===== src/rtl/scws_pkg.sv =====
// ============================================================================
// scws_pkg
// Shared types, character codes and step functions for the script
// comment and whitespace stripper.
// ============================================================================
package scws_pkg;

    // Character codes
    localparam logic [7:0] CH_DASH   = 8'h2D;
    localparam logic [7:0] CH_SPACE  = 8'h20;
    localparam logic [7:0] CH_TAB    = 8'h09;
    localparam logic [7:0] CH_LF     = 8'h0A;
    localparam logic [7:0] CH_CR     = 8'h0D;
    localparam logic [7:0] CH_DQUOTE = 8'h22;
    localparam logic [7:0] CH_SQUOTE = 8'h27;
    localparam logic [7:0] CH_BSLASH = 8'h5C;

    // Result queue depth
    localparam int unsigned QDEPTH = 3;

    typedef enum logic [1:0] {
        MODE_CODE    = 2'd0,
        MODE_COMMENT = 2'd1,
        MODE_STRING  = 2'd2
    } scws_mode_t;

    typedef struct packed {
        logic [7:0] in_char;
        logic       end_of_stream;
    } scws_in_t;

    typedef struct packed {
        logic [7:0] out_char;
        logic       no_char;
        logic       last_result;
    } scws_out_t;

    typedef struct packed {
        scws_mode_t mode;
        logic       quote_single;
        logic       bs_odd;
        logic       dash_pend;
        logic [7:0] prev;
        logic       empty;
    } scws_state_t;

    // Working record of one step: running state plus emitted bytes
    typedef struct packed {
        scws_state_t st;
        logic [1:0]  cnt;
        logic [7:0]  ch0;
        logic [7:0]  ch1;
    } scws_step_t;

    // Core to queue handoff
    typedef struct packed {
        logic [1:0] cnt;
        scws_out_t  res0;
        scws_out_t  res1;
    } scws_push_t;

    localparam scws_state_t ST_RESET = '{
        mode:         MODE_CODE,
        quote_single: 1'b0,
        bs_odd:       1'b0,
        dash_pend:    1'b0,
        prev:         8'h00,
        empty:        1'b1
    };

    // Append one byte to the step record and track it as last output
    function automatic scws_step_t put_char(scws_step_t s, logic [7:0] c);
        scws_step_t r;
        r = s;
        if (s.cnt == 2'd0) begin
            r.ch0 = c;
        end else begin
            r.ch1 = c;
        end
        r.cnt      = s.cnt + 2'd1;
        r.st.prev  = c;
        r.st.empty = 1'b0;
        return r;
    endfunction

    // Handle one byte as code, with no dash pending on entry
    function automatic scws_step_t code_char(scws_step_t s, logic [7:0] c);
        scws_step_t r;
        r = s;
        if (c inside {CH_DQUOTE, CH_SQUOTE}) begin
            r.st.mode         = MODE_STRING;
            r.st.quote_single = (c == CH_SQUOTE);
            r.st.bs_odd       = 1'b0;
            r = put_char(r, c);
        end else if (c == CH_DASH) begin
            r.st.dash_pend = 1'b1;
        end else if (c inside {CH_SPACE, CH_TAB}) begin
            if (!s.st.empty && s.st.prev != CH_SPACE && s.st.prev != CH_LF) begin
                r = put_char(r, CH_SPACE);
            end
        end else if (c inside {CH_LF, CH_CR}) begin
            if (!s.st.empty && s.st.prev != CH_LF) begin
                r = put_char(r, CH_LF);
            end
        end else begin
            r = put_char(r, c);
        end
        return r;
    endfunction

endpackage


===== src/rtl/scws_core.sv =====
// ============================================================================
// scws_core
// Scanner state and per-character step logic. Turns one character into
// zero, one or two result beats through combinational step logic.
// ============================================================================
module scws_core (
    input  logic                  aclk,
    input  logic                  aresetn,
    input  logic                  fire,
    input  scws_pkg::scws_in_t    item,
    output scws_pkg::scws_push_t push
);
    import scws_pkg::*;

    scws_state_t st_reg;
    scws_state_t st_next;
    scws_step_t  stp;
    logic [7:0]  quote_ch;

    // Step the scanner on the held character
    always_comb begin
        stp.st   = st_reg;
        stp.cnt  = 2'd0;
        stp.ch0  = 8'h00;
        stp.ch1  = 8'h00;
        quote_ch = st_reg.quote_single ? CH_SQUOTE : CH_DQUOTE;

        case (st_reg.mode)
            MODE_COMMENT: begin
                if (item.in_char inside {CH_LF, CH_CR}) begin
                    stp.st.mode = MODE_CODE;
                    stp = put_char(stp, CH_LF);
                end
            end
            MODE_STRING: begin
                stp = put_char(stp, item.in_char);
                if (item.in_char == quote_ch && !st_reg.bs_odd) begin
                    stp.st.mode = MODE_CODE;
                end
                stp.st.bs_odd = (item.in_char == CH_BSLASH) ? ~st_reg.bs_odd : 1'b0;
            end
            default: begin
                stp.st.mode = MODE_CODE;
                if (st_reg.dash_pend) begin
                    stp.st.dash_pend = 1'b0;
                    if (item.in_char == CH_DASH) begin
                        stp.st.mode = MODE_COMMENT;
                    end else begin
                        stp = put_char(stp, CH_DASH);
                        stp = code_char(stp, item.in_char);
                    end
                end else begin
                    stp = code_char(stp, item.in_char);
                end
            end
        endcase

        // Flush a pending dash at end of stream
        if (item.end_of_stream && stp.st.dash_pend) begin
            stp.st.dash_pend = 1'b0;
            stp = put_char(stp, CH_DASH);
        end
    end

    // Build result beats and the next state
    always_comb begin
        push.res0 = '{out_char: stp.ch0, no_char: 1'b0, last_result: 1'b0};
        push.res1 = '{out_char: stp.ch1, no_char: 1'b0, last_result: 1'b0};
        push.cnt  = stp.cnt;
        st_next   = stp.st;
        if (item.end_of_stream) begin
            st_next = ST_RESET;
            case (stp.cnt)
                2'd0: begin
                    push.cnt  = 2'd1;
                    push.res0 = '{out_char: 8'h00, no_char: 1'b1, last_result: 1'b1};
                end
                2'd1: push.res0.last_result = 1'b1;
                default: push.res1.last_result = 1'b1;
            endcase
        end
        if (!fire) begin
            push.cnt = 2'd0;
        end
    end

    // Advance state on each processed character
    always_ff @(posedge aclk) begin
        if (!aresetn) begin
            st_reg <= ST_RESET;
        end else if (fire) begin
            st_reg <= st_next;
        end
    end

    a_last_resets: assert property (@(posedge aclk) disable iff (!aresetn)
        fire && item.end_of_stream |=> st_reg.mode == MODE_CODE && st_reg.empty
            && !st_reg.dash_pend)
        else $error("state not cleared after end of stream");

    a_last_gives_beat: assert property (@(posedge aclk) disable iff (!aresetn)
        fire && item.end_of_stream |-> push.cnt != 2'd0)
        else $error("end of stream produced no result beat");

endmodule


===== src/rtl/scws_outq.sv =====
// ============================================================================
// scws_outq
// Three-entry result queue. Takes up to two beats per cycle while it has
// room, presents one beat per cycle on the result channel while m_ready is high.
// ============================================================================
module scws_outq (
    input  logic                  aclk,
    input  logic                  aresetn,
    input  scws_pkg::scws_push_t  push,
    output logic                  room,
    output logic                  m_valid,
    input  logic                  m_ready,
    output scws_pkg::scws_out_t   m_payload
);
    import scws_pkg::*;

    scws_out_t  q_reg  [QDEPTH];
    scws_out_t  q_next [QDEPTH];
    logic [1:0] count_reg;
    logic [1:0] count_next;
    logic [1:0] base;
    logic       pop;

    assign m_valid   = (count_reg != 2'd0);
    assign m_payload = q_reg[0];
    assign pop       = m_valid && m_ready;
    // Room for a two-beat push regardless of the receiver
    assign room      = (count_reg <= 2'd1);

    // Shift out the head, then append new beats behind the survivors
    always_comb begin
        q_next = q_reg;
        base   = count_reg;
        if (pop) begin
            q_next[0] = q_reg[1];
            q_next[1] = q_reg[2];
            base      = count_reg - 2'd1;
        end
        if (push.cnt != 2'd0) begin
            q_next[base] = push.res0;
        end
        if (push.cnt == 2'd2) begin
            q_next[base + 2'd1] = push.res1;
        end
        count_next = base + push.cnt;
    end

    always_ff @(posedge aclk) begin
        if (!aresetn) begin
            count_reg <= 2'd0;
        end else begin
            count_reg <= count_next;
        end
    end

    always_ff @(posedge aclk) begin
        q_reg <= q_next;
    end

    a_push_fits: assert property (@(posedge aclk) disable iff (!aresetn)
        push.cnt != 2'd0 |-> room)
        else $error("push into a full result queue");

    a_pop_count: assert property (@(posedge aclk) disable iff (!aresetn)
        pop && push.cnt == 2'd0 |=> count_reg == $past(count_reg) - 2'd1)
        else $error("queue count wrong after pop");

endmodule


===== src/rtl/script_comment_whitespace_stripper_top.sv =====
// ============================================================================
// script_comment_whitespace_stripper_top
// Script minifier: strips line comments and collapses whitespace, one
// character per beat.
// ============================================================================
// Usage:
//   Input channel s_*: one script character per beat, with end_of_stream
//   set on the final character. Result channel m_*: one emitted character
//   per beat; no_char marks a beat that carries only the end marker, and
//   last_result marks the final beat of a script.
//   Each input character yields zero, one or two result beats.
//   An accepted character is held in the input register, then stepped and
//   written to the queue once the queue has room, so its first result shows
//   on m_valid from the queue (input register, then step and queue write).
//   Throughput: one character per cycle while characters give at most one
//   result and the receiver keeps up; a two-result character needs two beats
//   on the single-beat read port of the three-entry result queue.
//   Reset (aresetn low, synchronous) empties the input register and the
//   queue and returns the scanner to code mode with no output seen; the
//   same scanner reset happens after every end_of_stream character.
//   When the receiver stalls, the queue fills; s_ready drops once the input
//   register holds a character that the queue has no room for.
// ============================================================================
module script_comment_whitespace_stripper_top (
    input  logic                aclk,
    input  logic                aresetn,
    input  logic                s_valid,
    output logic                s_ready,
    input  scws_pkg::scws_in_t  s_payload,
    output logic                m_valid,
    input  logic                m_ready,
    output scws_pkg::scws_out_t m_payload
);
    import scws_pkg::*;

    logic       in_valid_reg;
    logic       in_valid_next;
    scws_in_t   in_data_reg;
    logic       room;
    logic       take;
    scws_push_t push;

    // Process the held character when the queue can absorb two beats
    assign take    = in_valid_reg && room;
    assign s_ready = !in_valid_reg || take;

    always_comb begin
        in_valid_next = in_valid_reg;
        if (s_valid && s_ready) begin
            in_valid_next = 1'b1;
        end else if (take) begin
            in_valid_next = 1'b0;
        end
    end

    always_ff @(posedge aclk) begin
        if (!aresetn) begin
            in_valid_reg <= 1'b0;
        end else begin
            in_valid_reg <= in_valid_next;
        end
    end

    // Hold the input beat
    always_ff @(posedge aclk) begin
        if (s_valid && s_ready) begin
            in_data_reg <= s_payload;
        end
    end

    scws_core u_core (
        .aclk    (aclk),
        .aresetn (aresetn),
        .fire    (take),
        .item    (in_data_reg),
        .push    (push)
    );

    scws_outq u_outq (
        .aclk      (aclk),
        .aresetn   (aresetn),
        .push      (push),
        .room      (room),
        .m_valid   (m_valid),
        .m_ready   (m_ready),
        .m_payload (m_payload)
    );

endmodule

===== config.mk =====
export PLATFORM = sky130hd
export DESIGN_NAME = script_comment_whitespace_stripper_top
export DESIGN_NICKNAME = d
export VERILOG_FILES = /design/src/rtl/scws_pkg.sv /design/src/rtl/scws_core.sv /design/src/rtl/scws_outq.sv /design/src/rtl/script_comment_whitespace_stripper_top.sv
export SDC_FILE = /design/constraint.sdc
export NUM_CORES = 1
export LEC_CHECK = 0
export BUFFER_PORTS_ARGS = -buffer_cell sky130_fd_sc_hd__buf_2
export CORE_MARGIN = 2
export CORE_UTILIZATION = 46
export DETAILED_ROUTE_END_ITERATION = 16
export PLACE_DENSITY_LB_ADDON = 0.05
export SETUP_SLACK_MARGIN = 0.1
export SLEW_MARGIN = 40
export SYNTH_ARGS = -nofsm -noshare
export SYNTH_HDL_FRONTEND = slang
export SYNTH_SLANG_ARGS = --single-unit

===== constraint.sdc =====
create_clock -name aclk -period 4.5 [get_ports aclk]
set_input_delay 0.45 -clock aclk [delete_from_list [all_inputs] [get_ports aclk]]
set_output_delay 0.45 -clock aclk [all_outputs]
set_load 0.02 [all_outputs]

==> results.md <==
Synth:
- The most used flip-flop cell after synthesis is sky130_fd_sc_hd__dfxtp_1.
- Summing every instance area after synthesis gives 3560 um2.
- Synthesis handed over a netlist of 438 instances.
- Of the synthesized area, sequential elements account for 34.02%.
- The number of nets handed over by synthesis was 457.
- The post-synthesis cell type count is 72.
- The synthesized design contains 9 enable-type register cells.
- In the post-synthesis netlist, the biggest area contributors are sky130_fd_sc_hd__dfxtp_1, sky130_fd_sc_hd__nand2_1, sky130_fd_sc_hd__edfxtp_1.
- The flip-flop and latch count after synthesis is 56.
- Counting instances in the post-synthesis netlist gives the leading cell types as sky130_fd_sc_hd__nand2_1, sky130_fd_sc_hd__dfxtp_1, sky130_fd_sc_hd__nor2_1, sky130_fd_sc_hd__a21oi_1, sky130_fd_sc_hd__o21ai_0.
- The share of flip-flops with an asynchronous set or reset is 0%.
- The mean cell area of the mapped netlist is 8.127 um2.
- The number of warnings reported in the yosys synthesis log is 0.
- The top-area cell type share of the netlist area is 26.43%.
- The most common cell in the netlist is sky130_fd_sc_hd__nand2_1.
- The cell type with the largest total area after synthesis is sky130_fd_sc_hd__dfxtp_1.

STA:
- For the pin with the worst max-slew slack, the measured transition is 0.7471 ns.
- The total negative setup slack is 0 ns.
- Setup violations remaining at the end of the flow were counted as 0.
- The hold violation count in the final report came to 0.
- The max-slew violation count is 0.
- Timing would allow up to 0.2483 GHz.
- On the final layout, the worst clock skew is 0.005170 ns.
- The worst pin sits at a relative slew slack of 50.19%.
- Setup repair after global routing left no endpoint under its margin.
- The final cycle utilization of the critical path is 89.50%.
- The clock period minus final worst setup slack is 4.028 ns.

Power and ir drop:
- The fraction of power spent switching nets is 36.01%.
- The clock power share is 19.4%.
- In this run, flip-flops and latches consume 44.3% of the power.
- For this design the ratio of total power to cell area is 453.3 nW/um2.
- The net load switching power is 0.6093 mW.
- The worst voltage drop across the vdd grid is 0.1858 mV.
- Combinational logic burns 36.3% of the power.
- Internal power comes to 1.083 mW.
- Summed over all cells, the static leakage comes to 1.474 nW.

Critical path:
- The endpoint of the worst register-to-register path is u_outq.q_reg[10].
- The critical path is of the register to register type.
- For flop-to-flop paths, the worst setup slack is 0.47 ns.
- The type of element launching the critical path is a register.
- Of all nets on the critical path, the largest fanout is 19.
- The cell depth of the worst flop-to-flop path is 12.
- STA puts the critical path data required time at 4.71 ns.
- In this run the critical register-to-register path is launched from in_data_reg[3].
- The element type at the critical path end is a register.
- The data arrival time at the worst-slack endpoint is 4.24 ns.

Drt:
- In the routed design, unresolved DRC markers number 0.
- In this run, the number of DRC markers left after iteration 0 of detailed routing was 168.
- The number of vias per cell after detailed routing is 5.945.
- The routed design has 9495 um of wire.
- The count of nets left with antenna violations once routing finished came out at 0.
- The wire length per cell is 17.55 um.
- The first detailed-routing pass ran for 5 iterations.
- The number of vias after detailed routing is 3216.

Global route:
- The number of antenna violations at the first check in global routing was 0.
- For this run, the total global-route usage over all layers was measured as 22.97%.
- The remaining global-route overflow is 0.
- Entering global routing, the biggest net connects 27 pins.
- The first-pass GRT wire length is 15500 um.
- The via count of the first global-routing pass came to 3055.

Finish:
- The post-layout instance count excluding filler cells is 541.
- The area growth from synthesis to layout is 4.851%.
- The number of flip-flops in the largest register is 20.
- At the end of the flow, the number of nets in the layout was 457.
- The number of fillers in the final layout is 766.
- The repair_antennas step left the layout with diodes totalling 0.
- Cells with a size suffix above 1 make up 12.76% of the layout.

Placed design:
- After detailed placement, the design holds a cell count of 533.
- The placed wire-length estimate after detailed placement is 7005 um.
- Input and output buffers added on the ports amount to 24.
- The congestion estimate from routability-driven global placement came to 0.9120.

Hold path:
- In this run the most critical hold path is launched from s_payload[0].
- In this run the worst hold path is classified as input pin to register.
- The worst hold path terminates at in_data_reg[0].
- The count of cells along the worst hold path is 1.

Clocking:
- The clock passes through at most 2 buffers.
- Counting the buffers created by CTS gives 5.
- The quantity of gates resized following cts is 0.
- The cell chosen for the clock root is sky130_fd_sc_hd__clkbuf_8.
- Clock-pin slew was measured on the worst setup and hold paths at 0.10 ns.
- The clock latency on the worst-skew pair is 0.31 ns.
- The depth of the CTS H-tree is 2.
- Counting every sink on the clock net gives 56.
- The post-CTS repair timing setup buffer count is 0.
- TritonCTS built the clock tree.
- The number of buffers added to fix hold violations after cts is 0.

Floorplanning:
- The area enclosed by the die boundary is 8458 um2.
- The number of cell rows is 32.
- For this configuration, the core starts out at a cell density of 46.79%.
- Pin placement for this block handled 25 I/O pins.
- The core region area is 7607 um2.
- The height of the chip is 91.97 um.
- The horizontal die dimension is 91.97 um.

Flow run:
- The tool flagged a number of max-cap violations equal to 0.

Run status:
- The flow ran to the end, and the final reports show no timing, DRC or antenna violations.
==> logic make-up (layout without fill, tap and decap cells) <==
family | after synthesis | after routing | share of synthesized area (%)
fa+ha+maj | 6 | 6 | 2.109
xor+xnor | 3 | 3 | 0.7383
simple gates | 184 | 184 | 25.45
compound gates | 127 | 127 | 27.03
mux | 10 | 10 | 2.812
buf+inv | 52 | 53 | 7.838
flops | 56 | 56 | 34.02
==> layout make-up <==
type | instances | area (um2) | area share, %
Clock inverter | 2 | 35.03 | 0.9387
Multi-Input combinational cell | 330 | 2072 | 55.51
Timing Repair Buffer | 28 | 150.1 | 4.023
Clock buffer | 6 | 72.57 | 1.944
Sequential cell | 56 | 1211 | 32.45
Inverter | 17 | 63.81 | 1.710
Tap cell | 102 | 127.6 | 3.419
==> power by group through the flow <==
stage	sequential (mW)	clock, mW	combinational, mW
finish	0.749	0.328	0.615
global route	0.771	0.351	0.691
CTS	0.749	0.340	0.616
detailed placement	0.761	0	0.612
global placement	0.759	0	0.606
floorplan	0.725	0	0.545
==> critical path: stages, from the launching register on <==
cell and delay (ns):
sky130_fd_sc_hd__edfxtp_1 0.58, sky130_fd_sc_hd__nor3b_1 0.37, sky130_fd_sc_hd__o2111ai_1 0.25, sky130_fd_sc_hd__a21oi_1 0.55, sky130_fd_sc_hd__a21oi_2 0.16, sky130_fd_sc_hd__ha_1 0.35
sky130_fd_sc_hd__nand2_1 0.12, sky130_fd_sc_hd__nor3_1 0.06, sky130_fd_sc_hd__o21ai_0 0.22, sky130_fd_sc_hd__o31a_1 0.30, sky130_fd_sc_hd__a211o_1 0.51, sky130_fd_sc_hd__o21ai_0 0.20
sky130_fd_sc_hd__a32o_1 0.24
==> worst max-delay path by stage <==
stage | from | to
6_report | in_data_reg[3] | u_outq.q_reg[10]
5_1_grt | in_data_reg[3] | u_outq.q_reg[10]
4_1_cts | in_data_reg[5] | u_outq.q_reg[10]
3_5_place_dp | in_data_reg[5] | u_outq.q_reg[10]
3_3_place_gp | in_data_reg[5] | u_outq.q_reg[10]
2_1_floorplan | in_data_reg[5] | u_outq.q_reg[9]
==> routing by layer <==
layer / vias up / GRT usage, % / share of wire, %
li1: 1578 / - / -
met1: 1488 / 30.40 / 46
met4: 0 / 10.45 / 3.8
met3: 33 / 3.533 / 5.0
met5: - / 0 / 0
met2: 117 / 36.95 / 45
==> per-stage QoR <==
stage                     power (mW)  setup WS, ns  util, %  area [um2]  hold WS, ns
after CTS                      1.705        0.5284    49.06        3732       0.2980
after global placement         1.365        0.6339    47.65        3625       0.4532
after global routing           1.813        0.1257    49.06        3732       0.2969
after detailed placement       1.373        0.5537    47.65        3625       0.4611
after floorplan                1.270         1.151        -        3560       0.4366
final                          1.692        0.4723    49.06        3732       0.3070
==> placed cells by master (no fill, tap or decap), types with 9 or more instances in the layout <==
cell	Yosys	layout
sky130_fd_sc_hd__nand2_1	75	75
sky130_fd_sc_hd__dfxtp_1	47	47
sky130_fd_sc_hd__nor2_1	35	35
sky130_fd_sc_hd__a21oi_1	25	25
sky130_fd_sc_hd__buf_2	6	24
sky130_fd_sc_hd__o21ai_0	18	18
sky130_fd_sc_hd__inv_1	15	15
sky130_fd_sc_hd__nand3_1	15	15
sky130_fd_sc_hd__mux2i_1	10	10
sky130_fd_sc_hd__nor3_1	9	9
sky130_fd_sc_hd__edfxtp_1	9	9
Note: power is estimated with default switching activity, not from simulation.
